## config.mk

```make
export PLATFORM = sky130hd
export DESIGN_NAME = business_day_counter_top_flat
export DESIGN_NICKNAME = d
export VERILOG_FILES = /design/src/rtl/bdc_pkg.sv /design/src/rtl/bdc_in_if.sv /design/src/rtl/bdc_out_if.sv /design/src/rtl/bdc_ctrl.sv /design/src/rtl/bdc_datapath.sv /design/src/rtl/business_day_counter_top.sv /design/src/flat_wrapper.sv
export SDC_FILE = /design/constraint.sdc
export NUM_CORES = 1
export LEC_CHECK = 0
export BUFFER_PORTS_ARGS = -buffer_cell sky130_fd_sc_hd__buf_4
export CAP_MARGIN = 20
export CELL_PAD_IN_SITES_DETAIL_PLACEMENT = 1
export CELL_PAD_IN_SITES_GLOBAL_PLACEMENT = 1
export CORE_MARGIN = 10
export CORE_UTILIZATION = 52
export DETAILED_ROUTE_END_ITERATION = 12
export PLACE_DENSITY_LB_ADDON = 0.1
export SYNTH_ARGS = -nofsm -noshare
export SYNTH_HDL_FRONTEND = slang
export SYNTH_SLANG_ARGS = --single-unit
```

## constraint.sdc

```tcl
create_clock -name clk -period 8.5 [get_ports clk]
set_input_delay 0.425 -clock clk [delete_from_list [all_inputs] [get_ports clk]]
set_output_delay 0.425 -clock clk [all_outputs]
set_load 0.01 [all_outputs]
```

## src/rtl/bdc_pkg.sv

```systemverilog
// ----------------------------------------------------------------------------
// bdc_pkg
// types, constants and calendar tables of the business day counter
// ----------------------------------------------------------------------------
package bdc_pkg;

  // field widths
  localparam int YEAR_W  = 14;
  localparam int MONTH_W = 4;
  localparam int DAY_W   = 5;
  localparam int COUNT_W = 22;
  localparam int Q100_W  = 8;   // year / 100 for a 14-bit year
  localparam int WSUM_W  = 15;  // weekday formula sum
  localparam int Q7_W    = 13;  // weekday sum / 7
  localparam int WD_W    = 3;

  localparam logic [COUNT_W-1:0] COUNT_MAX = '1;

  // reciprocal constants: floor(x / 100) and floor(x / 7), exact over the input range
  localparam int RECIP100       = 5243;
  localparam int RECIP100_SHIFT = 19;
  localparam int PROD100_W      = 27;
  localparam int RECIP7         = 37450;
  localparam int RECIP7_SHIFT   = 18;
  localparam int PROD7_W        = 31;

  localparam int CENTURY    = 100;
  localparam int LEAP_CYCLE = 400;

  // months
  localparam logic [MONTH_W-1:0] JANUARY  = 4'd1;
  localparam logic [MONTH_W-1:0] FEBRUARY = 4'd2;
  localparam logic [MONTH_W-1:0] DECEMBER = 4'd12;

  // weekdays, sunday first
  localparam logic [WD_W-1:0] WD_SUNDAY   = 3'd0;
  localparam logic [WD_W-1:0] WD_FRIDAY   = 3'd5;
  localparam logic [WD_W-1:0] WD_SATURDAY = 3'd6;

  typedef enum logic [2:0] {
    ST_IDLE,
    ST_YEAR,
    ST_MOD,
    ST_CHECK,
    ST_WDAY,
    ST_STEP
  } bdc_state_t;

  // controller to datapath
  typedef struct packed {
    logic load;
    logic year_en;
    logic mod_en;
    logic check_en;
    logic wday_en;
    logic step_en;
    logic result_en;
  } bdc_cmd_t;

  // datapath to controller
  typedef struct packed {
    logic bad;
    logic empty;
    logic at_end;
    logic slot_free;
  } bdc_sts_t;

  // days in a month, zero for a month code that means nothing
  function automatic logic [DAY_W-1:0] month_len(input logic [MONTH_W-1:0] m,
                                                 input logic leap);
    logic [DAY_W-1:0] len;
    case (m)
      4'd1, 4'd3, 4'd5, 4'd7, 4'd8, 4'd10, 4'd12: len = 5'd31;
      4'd4, 4'd6, 4'd9, 4'd11:                    len = 5'd30;
      4'd2:                                       len = leap ? 5'd29 : 5'd28;
      default:                                    len = 5'd0;
    endcase
    return len;
  endfunction

  // (31 * mm) / 12 of the weekday formula, with march as mm = 1
  function automatic logic [DAY_W-1:0] month_shift(input logic [MONTH_W-1:0] m);
    logic [DAY_W-1:0] s;
    case (m)
      4'd1:    s = 5'd28;
      4'd2:    s = 5'd31;
      4'd3:    s = 5'd2;
      4'd4:    s = 5'd5;
      4'd5:    s = 5'd7;
      4'd6:    s = 5'd10;
      4'd7:    s = 5'd12;
      4'd8:    s = 5'd15;
      4'd9:    s = 5'd18;
      4'd10:   s = 5'd20;
      4'd11:   s = 5'd23;
      4'd12:   s = 5'd25;
      default: s = 5'd0;
    endcase
    return s;
  endfunction

  // year / 100 by reciprocal multiply
  function automatic logic [Q100_W-1:0] div100(input logic [YEAR_W-1:0] y);
    logic [PROD100_W-1:0] p;
    p = PROD100_W'(y) * PROD100_W'(RECIP100);
    return Q100_W'(p >> RECIP100_SHIFT);
  endfunction

endpackage

```

## src/rtl/bdc_in_if.sv

```systemverilog
// ----------------------------------------------------------------------------
// bdc_in_if
// input channel: one word carries a start date and an end date
// ----------------------------------------------------------------------------
interface bdc_in_if import bdc_pkg::*; ();
  logic               valid;
  logic               ready;
  logic [YEAR_W-1:0]  start_year;
  logic [MONTH_W-1:0] start_month;
  logic [DAY_W-1:0]   start_day;
  logic [YEAR_W-1:0]  end_year;
  logic [MONTH_W-1:0] end_month;
  logic [DAY_W-1:0]   end_day;

  modport source (
    output valid, start_year, start_month, start_day, end_year, end_month, end_day,
    input  ready
  );

  modport sink (
    input  valid, start_year, start_month, start_day, end_year, end_month, end_day,
    output ready
  );
endinterface

```

## src/rtl/bdc_out_if.sv

```systemverilog
// ----------------------------------------------------------------------------
// bdc_out_if
// output channel: one word carries the business day count and the bad date flag
// ----------------------------------------------------------------------------
interface bdc_out_if import bdc_pkg::*; ();
  logic               valid;
  logic               ready;
  logic [COUNT_W-1:0] business_days;
  logic               bad_date;

  modport source (
    output valid, business_days, bad_date,
    input  ready
  );

  modport sink (
    input  valid, business_days, bad_date,
    output ready
  );
endinterface

```

## src/rtl/bdc_ctrl.sv

```systemverilog
// ----------------------------------------------------------------------------
// bdc_ctrl
// sequencer: setup steps for leap years and weekday, then one day per cycle
// ----------------------------------------------------------------------------
module bdc_ctrl import bdc_pkg::*; (
  input  logic     clk,
  input  logic     rst,
  input  logic     in_valid,
  output logic     in_ready,
  input  bdc_sts_t sts,
  output bdc_cmd_t cmd
);

  bdc_state_t state;
  bdc_state_t state_next;

  // state register
  always_ff @(posedge clk) begin
    if (rst) begin
      state <= ST_IDLE;
    end else begin
      state <= state_next;
    end
  end

  // next state
  always_comb begin
    state_next = state;
    case (state)
      ST_IDLE: begin
        if (in_valid) state_next = ST_YEAR;
      end
      ST_YEAR:  state_next = ST_MOD;
      ST_MOD:   state_next = ST_CHECK;
      ST_CHECK: state_next = ST_WDAY;
      ST_WDAY: begin
        if (sts.bad || sts.empty) begin
          if (sts.slot_free) state_next = ST_IDLE;
        end else begin
          state_next = ST_STEP;
        end
      end
      ST_STEP: begin
        if (sts.at_end && sts.slot_free) state_next = ST_IDLE;
      end
      default: state_next = ST_IDLE;
    endcase
  end

  // outputs
  always_comb begin
    cmd      = '0;
    in_ready = 1'b0;
    case (state)
      ST_IDLE: begin
        in_ready = 1'b1;
        cmd.load = in_valid;
      end
      ST_YEAR:  cmd.year_en  = 1'b1;
      ST_MOD:   cmd.mod_en   = 1'b1;
      ST_CHECK: cmd.check_en = 1'b1;
      ST_WDAY: begin
        cmd.wday_en = 1'b1;
        if (sts.bad || sts.empty) cmd.result_en = sts.slot_free;
      end
      ST_STEP: begin
        if (sts.at_end) begin
          cmd.result_en = sts.slot_free;
        end else begin
          cmd.step_en = 1'b1;
        end
      end
      default: begin
        cmd      = '0;
        in_ready = 1'b0;
      end
    endcase
  end

endmodule

```

## src/rtl/bdc_datapath.sv

```systemverilog
// ----------------------------------------------------------------------------
// bdc_datapath
// date registers, leap and weekday setup, day stepping counter, output word
// ----------------------------------------------------------------------------
module bdc_datapath import bdc_pkg::*; #(
  parameter int MAX_YEAR = 9999
) (
  input  logic               clk,
  input  logic               rst,
  input  bdc_cmd_t           cmd,
  output bdc_sts_t           sts,
  input  logic [YEAR_W-1:0]  start_year,
  input  logic [MONTH_W-1:0] start_month,
  input  logic [DAY_W-1:0]   start_day,
  input  logic [YEAR_W-1:0]  end_year,
  input  logic [MONTH_W-1:0] end_month,
  input  logic [DAY_W-1:0]   end_day,
  output logic               out_valid,
  input  logic               out_ready,
  output logic [COUNT_W-1:0] business_days,
  output logic               bad_date
);

  localparam logic [YEAR_W-1:0] MaxYear = YEAR_W'(MAX_YEAR);
  localparam logic [6:0]        LastOfCentury = 7'(CENTURY - 1);
  localparam logic [8:0]        LastOfCycle   = 9'(LEAP_CYCLE - 1);

  // current date, starts at the start date
  logic [YEAR_W-1:0]  cur_y;
  logic [MONTH_W-1:0] cur_m;
  logic [DAY_W-1:0]   cur_d;
  logic [6:0]         cur_mod100;
  logic [8:0]         cur_mod400;
  logic [YEAR_W-1:0]  ey;
  logic [MONTH_W-1:0] em;
  logic [DAY_W-1:0]   ed;

  // setup registers
  logic [Q100_W-1:0]  q_s;
  logic [Q100_W-1:0]  q_e;
  logic [Q100_W-1:0]  q_yy;
  logic               leap_e;
  logic [WSUM_W-1:0]  wsum;
  logic [Q7_W-1:0]    q7;
  logic               bad;
  logic               start_first;
  logic [WD_W-1:0]    wd;
  logic [COUNT_W-1:0] count;

  // combinational helpers
  logic [YEAR_W-1:0]  yy;
  logic [14:0]        hund_s;
  logic [14:0]        hund_e;
  logic [6:0]         r100_s;
  logic [6:0]         r100_e;
  logic [8:0]         m400_s;
  logic [8:0]         m400_e;
  logic               leap_cur;
  logic [DAY_W-1:0]   len_cur;
  logic               ok_s;
  logic               ok_e;
  logic [PROD7_W-1:0] prod7;
  logic [15:0]        sev_q;
  logic               at_end;

  // year of the weekday formula: january and february count to the year before
  assign yy = cur_y - YEAR_W'(cur_m <= FEBRUARY);

  // year mod 100 and mod 400 from the quotients
  assign hund_s = 15'(q_s) * 15'(CENTURY);
  assign hund_e = 15'(q_e) * 15'(CENTURY);
  assign r100_s = 7'(cur_y - hund_s[YEAR_W-1:0]);
  assign r100_e = 7'(ey - hund_e[YEAR_W-1:0]);
  assign m400_s = 9'(q_s[1:0]) * 9'(CENTURY) + 9'(r100_s);
  assign m400_e = 9'(q_e[1:0]) * 9'(CENTURY) + 9'(r100_e);

  // leap flag and month length of the current date
  assign leap_cur = ((cur_y[1:0] == 2'd0) && (cur_mod100 != 7'd0)) || (cur_mod400 == 9'd0);
  assign len_cur  = month_len(cur_m, leap_cur);

  // date validity
  assign ok_s = (cur_y != '0) && (cur_y <= MaxYear) && (cur_m >= JANUARY) &&
                (cur_m <= DECEMBER) && (cur_d != '0) && (cur_d <= len_cur);
  assign ok_e = (ey != '0) && (ey <= MaxYear) && (em >= JANUARY) && (em <= DECEMBER) &&
                (ed != '0) && (ed <= month_len(em, leap_e));

  // weekday sum / 7 and the remainder
  assign prod7 = PROD7_W'(wsum) * PROD7_W'(RECIP7);
  assign sev_q = 16'(q7) * 16'd7;

  assign at_end = ({cur_y, cur_m, cur_d} == {ey, em, ed});

  // date registers and day stepping
  always_ff @(posedge clk) begin
    if (cmd.load) begin
      cur_y <= start_year;
      cur_m <= start_month;
      cur_d <= start_day;
      ey    <= end_year;
      em    <= end_month;
      ed    <= end_day;
    end else if (cmd.step_en) begin
      if (cur_d == len_cur) begin
        cur_d <= DAY_W'(1);
        if (cur_m == DECEMBER) begin
          cur_m <= JANUARY;
          cur_y <= cur_y + YEAR_W'(1);
        end else begin
          cur_m <= cur_m + MONTH_W'(1);
        end
      end else begin
        cur_d <= cur_d + DAY_W'(1);
      end
    end
  end

  // century position of the current year
  always_ff @(posedge clk) begin
    if (cmd.mod_en) begin
      cur_mod100 <= r100_s;
      cur_mod400 <= m400_s;
    end else if (cmd.step_en && (cur_d == len_cur) && (cur_m == DECEMBER)) begin
      cur_mod100 <= (cur_mod100 == LastOfCentury) ? 7'd0 : cur_mod100 + 7'd1;
      cur_mod400 <= (cur_mod400 == LastOfCycle) ? 9'd0 : cur_mod400 + 9'd1;
    end
  end

  // setup: quotients, end leap flag, weekday sum, checks, weekday sum / 7
  always_ff @(posedge clk) begin
    if (cmd.year_en) begin
      q_s  <= div100(cur_y);
      q_e  <= div100(ey);
      q_yy <= div100(yy);
    end
    if (cmd.mod_en) begin
      leap_e <= ((ey[1:0] == 2'd0) && (r100_e != 7'd0)) || (m400_e == 9'd0);
      wsum   <= WSUM_W'(cur_d) + WSUM_W'(yy) + WSUM_W'(yy >> 2) - WSUM_W'(q_yy) +
                WSUM_W'(q_yy >> 2) + WSUM_W'(month_shift(cur_m));
    end
    if (cmd.check_en) begin
      bad         <= !(ok_s && ok_e);
      start_first <= ({cur_y, cur_m, cur_d} < {ey, em, ed});
      q7          <= Q7_W'(prod7 >> RECIP7_SHIFT);
    end
  end

  // weekday and saturating business day count
  always_ff @(posedge clk) begin
    if (cmd.wday_en) begin
      wd <= WD_W'(wsum - sev_q[WSUM_W-1:0]);
    end else if (cmd.step_en) begin
      wd <= (wd == WD_SATURDAY) ? WD_SUNDAY : wd + WD_W'(1);
    end
    if (cmd.load) begin
      count <= '0;
    end else if (cmd.step_en && (wd != WD_FRIDAY) && (wd != WD_SATURDAY) &&
                 (count != COUNT_MAX)) begin
      count <= count + COUNT_W'(1);
    end
  end

  // output word register
  always_ff @(posedge clk) begin
    if (rst) begin
      out_valid <= 1'b0;
    end else if (cmd.result_en) begin
      out_valid <= 1'b1;
    end else if (out_ready) begin
      out_valid <= 1'b0;
    end
  end

  always_ff @(posedge clk) begin
    if (cmd.result_en) begin
      business_days <= count;
      bad_date      <= bad;
    end
  end

  // status to the controller
  assign sts.bad       = bad;
  assign sts.empty     = !start_first;
  assign sts.at_end    = at_end;
  assign sts.slot_free = !out_valid || out_ready;

endmodule

```

## src/rtl/business_day_counter_top.sv

```systemverilog
// ----------------------------------------------------------------------------
// business_day_counter_top
// business days between two gregorian dates
// ----------------------------------------------------------------------------
// Counts the days from the start date up to but not including the end date
// that are not a Friday or Saturday. Dates with a year outside 1..MAX_YEAR, a
// month outside 1..12 or a day outside the month give bad_date = 1 and a
// count of 0; a start on or after the end gives 0. One word is worked on at a
// time: after it is taken, the setup steps find the leap years, check both
// dates and work out the start weekday, then the calendar counter advances one
// day per cycle. The result sits in an output register, so the next word is
// taken while it waits to be read. The count saturates at 4194303.
module business_day_counter_top import bdc_pkg::*; #(
  parameter int MAX_YEAR = 9999
) (
  input  logic      clk,
  input  logic      rst,
  bdc_in_if.sink    dates,
  bdc_out_if.source result
);

  bdc_cmd_t           cmd;
  bdc_sts_t           sts;
  logic               in_ready;
  logic               out_valid;
  logic [COUNT_W-1:0] business_days;
  logic               bad_date;

  // controller
  bdc_ctrl u_ctrl (
    .clk      (clk),
    .rst      (rst),
    .in_valid (dates.valid),
    .in_ready (in_ready),
    .sts      (sts),
    .cmd      (cmd)
  );

  // datapath
  bdc_datapath #(
    .MAX_YEAR (MAX_YEAR)
  ) u_datapath (
    .clk           (clk),
    .rst           (rst),
    .cmd           (cmd),
    .sts           (sts),
    .start_year    (dates.start_year),
    .start_month   (dates.start_month),
    .start_day     (dates.start_day),
    .end_year      (dates.end_year),
    .end_month     (dates.end_month),
    .end_day       (dates.end_day),
    .out_valid     (out_valid),
    .out_ready     (result.ready),
    .business_days (business_days),
    .bad_date      (bad_date)
  );

  // channel hookup
  assign dates.ready          = in_ready;
  assign result.valid         = out_valid;
  assign result.business_days = business_days;
  assign result.bad_date      = bad_date;

endmodule

```

## src/flat_wrapper.sv

```systemverilog
// flat-port wrapper written by rule: the top's interface ports become plain ports
module business_day_counter_top_flat import bdc_pkg::*;
#(
  parameter int MAX_YEAR = 9999
)
  (clk, rst, dates_valid, dates_start_year, dates_start_month, dates_start_day, dates_end_year, dates_end_month, dates_end_day, dates_ready, result_valid, result_business_days, result_bad_date, result_ready);
  bdc_in_if dates_i ();
  bdc_out_if result_i ();
  input  logic clk;
  input  logic rst;
  input wire logic [$bits(dates_i.valid)-1:0] dates_valid;
  input wire logic [$bits(dates_i.start_year)-1:0] dates_start_year;
  input wire logic [$bits(dates_i.start_month)-1:0] dates_start_month;
  input wire logic [$bits(dates_i.start_day)-1:0] dates_start_day;
  input wire logic [$bits(dates_i.end_year)-1:0] dates_end_year;
  input wire logic [$bits(dates_i.end_month)-1:0] dates_end_month;
  input wire logic [$bits(dates_i.end_day)-1:0] dates_end_day;
  output wire logic [$bits(dates_i.ready)-1:0] dates_ready;
  output wire logic [$bits(result_i.valid)-1:0] result_valid;
  output wire logic [$bits(result_i.business_days)-1:0] result_business_days;
  output wire logic [$bits(result_i.bad_date)-1:0] result_bad_date;
  input wire logic [$bits(result_i.ready)-1:0] result_ready;
  assign dates_i.valid = dates_valid;
  assign dates_i.start_year = dates_start_year;
  assign dates_i.start_month = dates_start_month;
  assign dates_i.start_day = dates_start_day;
  assign dates_i.end_year = dates_end_year;
  assign dates_i.end_month = dates_end_month;
  assign dates_i.end_day = dates_end_day;
  assign dates_ready = dates_i.ready;
  assign result_valid = result_i.valid;
  assign result_business_days = result_i.business_days;
  assign result_bad_date = result_i.bad_date;
  assign result_i.ready = result_ready;
  business_day_counter_top #(.MAX_YEAR(MAX_YEAR)) u_core (.clk(clk), .rst(rst), .dates(dates_i), .result(result_i));
endmodule
```

; ---- Yosys cells after proc, flatten, opt, wreduce, memory -nomap -nowiden
; Memory sizes are Yosys's and may differ from the RTL's. A register that Yosys moved wholly into a read port is not among the register bits.
; Index checks and enable logic that the tools add are counted.
[totals]
rom_bits = 80
register_bits = 169
n_memories = 1
out_inout_bits = 25
[memory_table]
columns = name, words, word_bits, read_ports, rd_clocked_by_memory_dff, write_ports, line
row1 = (name not given), 16, 5, 1, 1, 0, bdc_pkg.sv:84  ; case (m)
[op_classes]
reduce_logical = 50
muxes = 44
eq_ne = 40
n_mul = 9
n_lt_le_gt_ge = 10
add_sub_neg = 18
[op_table]
columns = operator, count
row1 = $mul A14 B13 Y27 const B, 3
row2 = $mux W14, 4
row3 = $eq A4 B4 Y1 const B, 10
row4 = $eq A4 B3 Y1 const B, 8
row5 = $mul A15 B15 Y30 const B, 1
row6 = $pmux W5 S3, 2
row7 = $le A14 B14 Y1 const B, 2
row8 = $reduce_bool A14 Y1, 2
row9 = $mux W9, 3
row10 = $eq A23 B23 Y1, 1
row11 = $lt A23 B23 Y1, 1
row12 = $add A22 B1 Y22 const B, 1
row13 = $ne A22 B22 Y1 const B, 1
row14 = $mux W3, 7
row15 = $mux W7, 3
row16 = $mux W4, 5
row17 = $mux W5, 4
row18 = $logic_and A1 B1 Y1, 19
row19 = $add A9 B7 Y9, 2
row20 = $logic_not A9 Y1, 2
row21 = $pmux W3 S6, 1
row22 = $eq A4 B2 Y1 const B, 4
row23 = $mul A8 B5 Y5 const B, 2
row24 = $add A15 B12 Y15, 1
row25 = other kinds (41), 82

; ---- Longest topological paths before layout
[depth]
word_depth = 10
depth_mapped = 31
depth_no_buf = 30

; ---- Modules after synthesis
; Synthesis repeated with hierarchy kept, for this count alone.
[unflattened]
hier_cells = 2097
area_unflattened_um2 = 21679.5
[by_module_without_submodules]
columns = mod, area_each_um2, instances, seq_area_each_um2, cells_per_inst
row1 = bdc_datapath, 21466.8, 1, 4374.2, 2071
row2 = bdc_ctrl, 212.7, 1, 60.1, 26

; ---- Worst setup path before layout
; OpenSTA, ideal clock, no wires.
[synth_timing]
kind = register to register
start = register u_core.u_datapath.cur_m[3]
end = register u_core.u_datapath.q_yy[6], data pin
path_buffers = 1
setup_ps = 257
required_time_ps = 8243
arrival_time_ps = 6513
period_less_slack_ps = 6770
setup_slack_ps = 1730
stages_incl_launch_ff = 28
cell_sequence = edfxtp_1 clkbuf_1 a211oi_1 ha_1 nand2_1 nand2_1 nand2_1 nand2_1 nand3_1 a21boi_0 nand2_1 xnor2_1 fa_1 ha_1 fa_1 fa_1 inv_1 fa_1 inv_1 ha_1 a21o_1 a211oi_2 o211ai_1 o211ai_2 o21ai_2 or4_1 and2_2 xor2_1
[synth_between]
elab_chain_cells = 3
[synth_lines]
columns = element, line
row1 = from (decl), bdc_datapath.sv:30  ; logic [MONTH_W-1:0] cur_m;
row2 = from (signal assigned), bdc_datapath.sv:97  ; cur_m <= start_month;
row3 = from (signal assigned), bdc_datapath.sv:109  ; cur_m <= cur_m + MONTH_W'(1);
row4 = $le A4 B2 Y1, bdc_datapath.sv:67  ; assign yy = cur_y - YEAR_W'(cur_m <= FEBRUARY);
row5 = $sub A14 B1 Y14, bdc_datapath.sv:67
row6 = $mul A14 B13 Y27, bdc_pkg.sv:105  ; p = PROD100_W'(y) * PROD100_W'(RECIP100);
row7 = to (signal assigned), bdc_datapath.sv:133  ; q_yy <= div100(yy);
row8 = to (decl), bdc_datapath.sv:41  ; logic [Q100_W-1:0] q_yy;
; Every way passes these cells.
; A chain may end at the register's enable or synchronous reset.

; ---- Worst setup path in the final report
; Same ends and word-level chain as after synthesis.

==> results by group <==
Outcome
  – Outcome: finished clean

Timing
  – Final Setup Violations: 0
  – Final TNS setup: 0 ns
  – Final slew viol count: 0
  – Fmax: 128 MHz
  – Hold Fails Final Rpt: 0
  – Setup Skew: 0.0158 ns
  – RSZ-0062 raised after global routing: false
  – Relative slew slack: 34.0%
  – Fin crit share: between 90% and 100%
  – Slew of the pin with the lowest slew margin: roughly 0.98 ns
  – Min cycle time layout: 7.82 ns

Clocking
  – CTS Sinks: between 150 and 200
  – CTS tree: built
  – H-tree depth: 4
  – Num CTS Buffers: 17
  – Worst skew pair latency: 0.47 ns
  – Hold_buf cts: 0
  – Clock root buffer: clkbuf_16
  – Max Root-Sink Buffers: 2
  – Clock transition at path regs: 0.07 ns
  – Setup Buffers After CTS: 0
  – Post-CTS sizing: 0

Setup path
  – CP arrival: 8.04 ns
  – Crit path required time: 8.72 ns
  – Bufs and invs on worst path: 2
  – Endpoint class of the critical path: flip-flop
  – Critical Path Max Stage Delay: 0.73 ns
  – Startpoint Class: flip-flop
  – CP most frequent cell: nand2_1
  – CP delay by family, top: adder cells
  – Kind of critical path: flip-flop to flip-flop
  – Crit Path Max Fanout: 11
  – CP max-delay cell: xnor2_1

GRT
  – Congestion Overflow GR: 0
  – First-pass GRT wire length: 93.4 mm
  – GRT Util Overall: 23.5%
  – Largest net degree at the start of global routing: 78
  – Antenna violations before repair: 0
  – Number of global-route vias before repair: 17600

Logic synthesis
  – Distinct cells, synth: 75
  – Syn Inst Count: 2126
  – Cell Area, Synth: 0.0218 mm^2
  – Post-synth EDFFs: about 130
  – Async set or reset register ratio after synthesis: 0%
  – Part of the Yosys area used for sequential elements: 20.3%
  – Syn nets: 2908
  – Simple-gate share of the synthesized area: roughly 7.5%
  – Post-synthesis adder-cell area fraction: 50.5%
  – Synth Area in XOR/XNOR: 4.86%
  – Most used DFF post-synth: edfxtp_1
  – Synth Area in Compound Gates: 7.65%
  – Post-synthesis mux area share: 0.184%
  – Syn avg cell area: ~10 um^2
  – Ys Warns: 0
  – Largest family of logic cells by synthesized area: adder cells
  – Flop and latch count out of synthesis: 158

Floorplanning
  – Starting Density: 53.0%
  – # IOs: 75
  – Die width: 225 um
  – Core Box Area: 0.0411 mm^2
  – Die ar.: 0.0505 mm^2
  – Core Rows: 74
  – Die height: about 220 um

Placement
  – Post-DP HPWL: between 40 and 50 mm
  – Port Buf Inserts: 74
  – Gpl congestion: slightly below 0.9

Worst hold path
  – Worst min path class: input pin to flip-flop

Layout
  – Nets: between 2000 and 3000
  – # diodes: 0
  – Fraction of layout cells with a size suffix above 1: 6.24%
  – Area grow syn2layout: 8.37%

Routing
  – Vias: 15100
  – Routed Antenna Nets: 0
  – Drt initial violations: 614
  – DR vias/cell: 5.46
  – Drt first pass iters: 7
  – DRC Markers: 0
  – Avg WL per Cell: 20.4 um
  – Final WL: about 56 mm

Flow run
  – Max cap viols: 0
==> final timing paths <==
path                              start                         end  slack [ns]  cells past startpoint
min                  dates_end_year[12]    u_core.u_datapath.ey[12]        0.12                      1
max reg2reg  u_core.u_datapath.cur_m[3]   u_core.u_datapath.q_yy[6]        0.68                     26
min reg2reg       u_core.u_datapath.bad  u_core.u_datapath.bad_date        0.46                      0
max          u_core.u_datapath.cur_m[3]   u_core.u_datapath.q_yy[6]        0.68                     26
==> metrics by stage <==
step / setup WS [ns] / util [%] / area, um^2 / hold WS, ns / std cells
global route: 0.207 / 57.4 / 23600 / 0.0929 / 2759
global placement: 0.978 / 56.0 / 23000 / 0.446 / 2726
CTS: 0.688 / 57.4 / 23600 / 0.0935 / 2758
detailed placement: 0.700 / 56.0 / 23000 / 0.442 / 2726
floorplan: 1.73 / - / 21800 / 0.426 / 2126
finish: 0.676 / 57.4 / 23600 / 0.124 / 2759
==> cells by family (layout without fill, tap and decap cells) <==
group                    count (synthesis)  in the layout
AO/OA/AOI/OAI                          256            256
flip-flops                             158            158
XOR/XNOR                               121            121
buffers and inverters                  519            620
multiplexers                             4              4
adder cells (fa/ha/maj)                732            732
AND/OR/NAND/NOR                        336            336
==> placed cells by master, fill, tap and decap left out, drive strengths merged, types with 20 or more instances in the layout <==
master,n
o21ai,69
a21o,27
xor2,25
ha,487
nand3,46
fa,245
dfxtp,31
nand2,107
clkbuf,21
xnor2,96
inv,509
buf,86
nor2,69
nor3,20
a21oi,65
edfxtp,127
==> synth_stat cells (17+ instances only) <==
cell type  number  area (um^2)
nor3_1         17         85.1
nor2_1         69          259
nand4_1        19          119
ha_1          487         6090
fa_1          245         4900
nand2_1       107          402
xnor2_1        96          841
dfxtp_1        31          621
inv_1         499         1870
nand3_1        46          230
a21o_1         27          203
o21ai_0        67          335
edfxtp_1      127         3810
xor2_1         25          219
a21oi_1        63          315
==> worst register-to-register path: cells and delay by family, from the launching register on <==
family,cells,cell delay (ns)
xor+xnor,2,0.86
compound gates,7,1.83
fa+ha+maj,7,2.93
buf+inv,2,0.11
simple gates,8,1.29
flops,1,0.54
==> state kept, by name (all words and copies together), names as in the netlist, named ones only <==
signal / cells
u_core.u_datapath.ey: 14
u_core.u_datapath.q_yy: 8
u_core.u_datapath.cur_m: 4
u_core.u_datapath.start_first: 1
u_core.u_datapath.bad_date: 1
u_core.u_datapath.q7: 3
u_core.u_ctrl.state: 3
u_core.u_datapath.out_valid: 1
u_core.u_datapath.count: 22
u_core.u_datapath.business_days: 22
u_core.u_datapath.q_e: 5
u_core.u_datapath.cur_d: 5
u_core.u_datapath.q_s: 5
u_core.u_datapath.cur_mod400: 9
u_core.u_datapath.leap_e: 1
u_core.u_datapath.cur_mod100: 7
u_core.u_datapath.ed: 5
u_core.u_datapath.cur_y: 14
u_core.u_datapath.em: 4
u_core.u_datapath.wd: 3
u_core.u_datapath.wsum: 15
u_core.u_datapath.bad: 1
==> final cells by class <==
class | instances | area [um^2]
multi-input combinational | 1449 | 15400
tap | 532 | 666
fill | 4577 | 17500
inverter | 502 | 1890
clock inverter | 11 | 96.3
clock buffer | 21 | 462
sequential | 158 | 4430
timing repair buffer | 86 | 666
==> layer usage <==
layer / vias to the layer above / wire (um) / global-route usage (%)
met1: 7668 / 24000 / 28.7
met3: 57 / 1410 / 2.91
met4: 0 / 995 / 5.66
met2: 182 / 29900 / 43.3
met5: - / 0 / 0
li1: 7154 / - / -
Power is left out: the tool's default activity adds up to more than one toggle a clock period on the data nets, which glitch-free logic cannot reach.
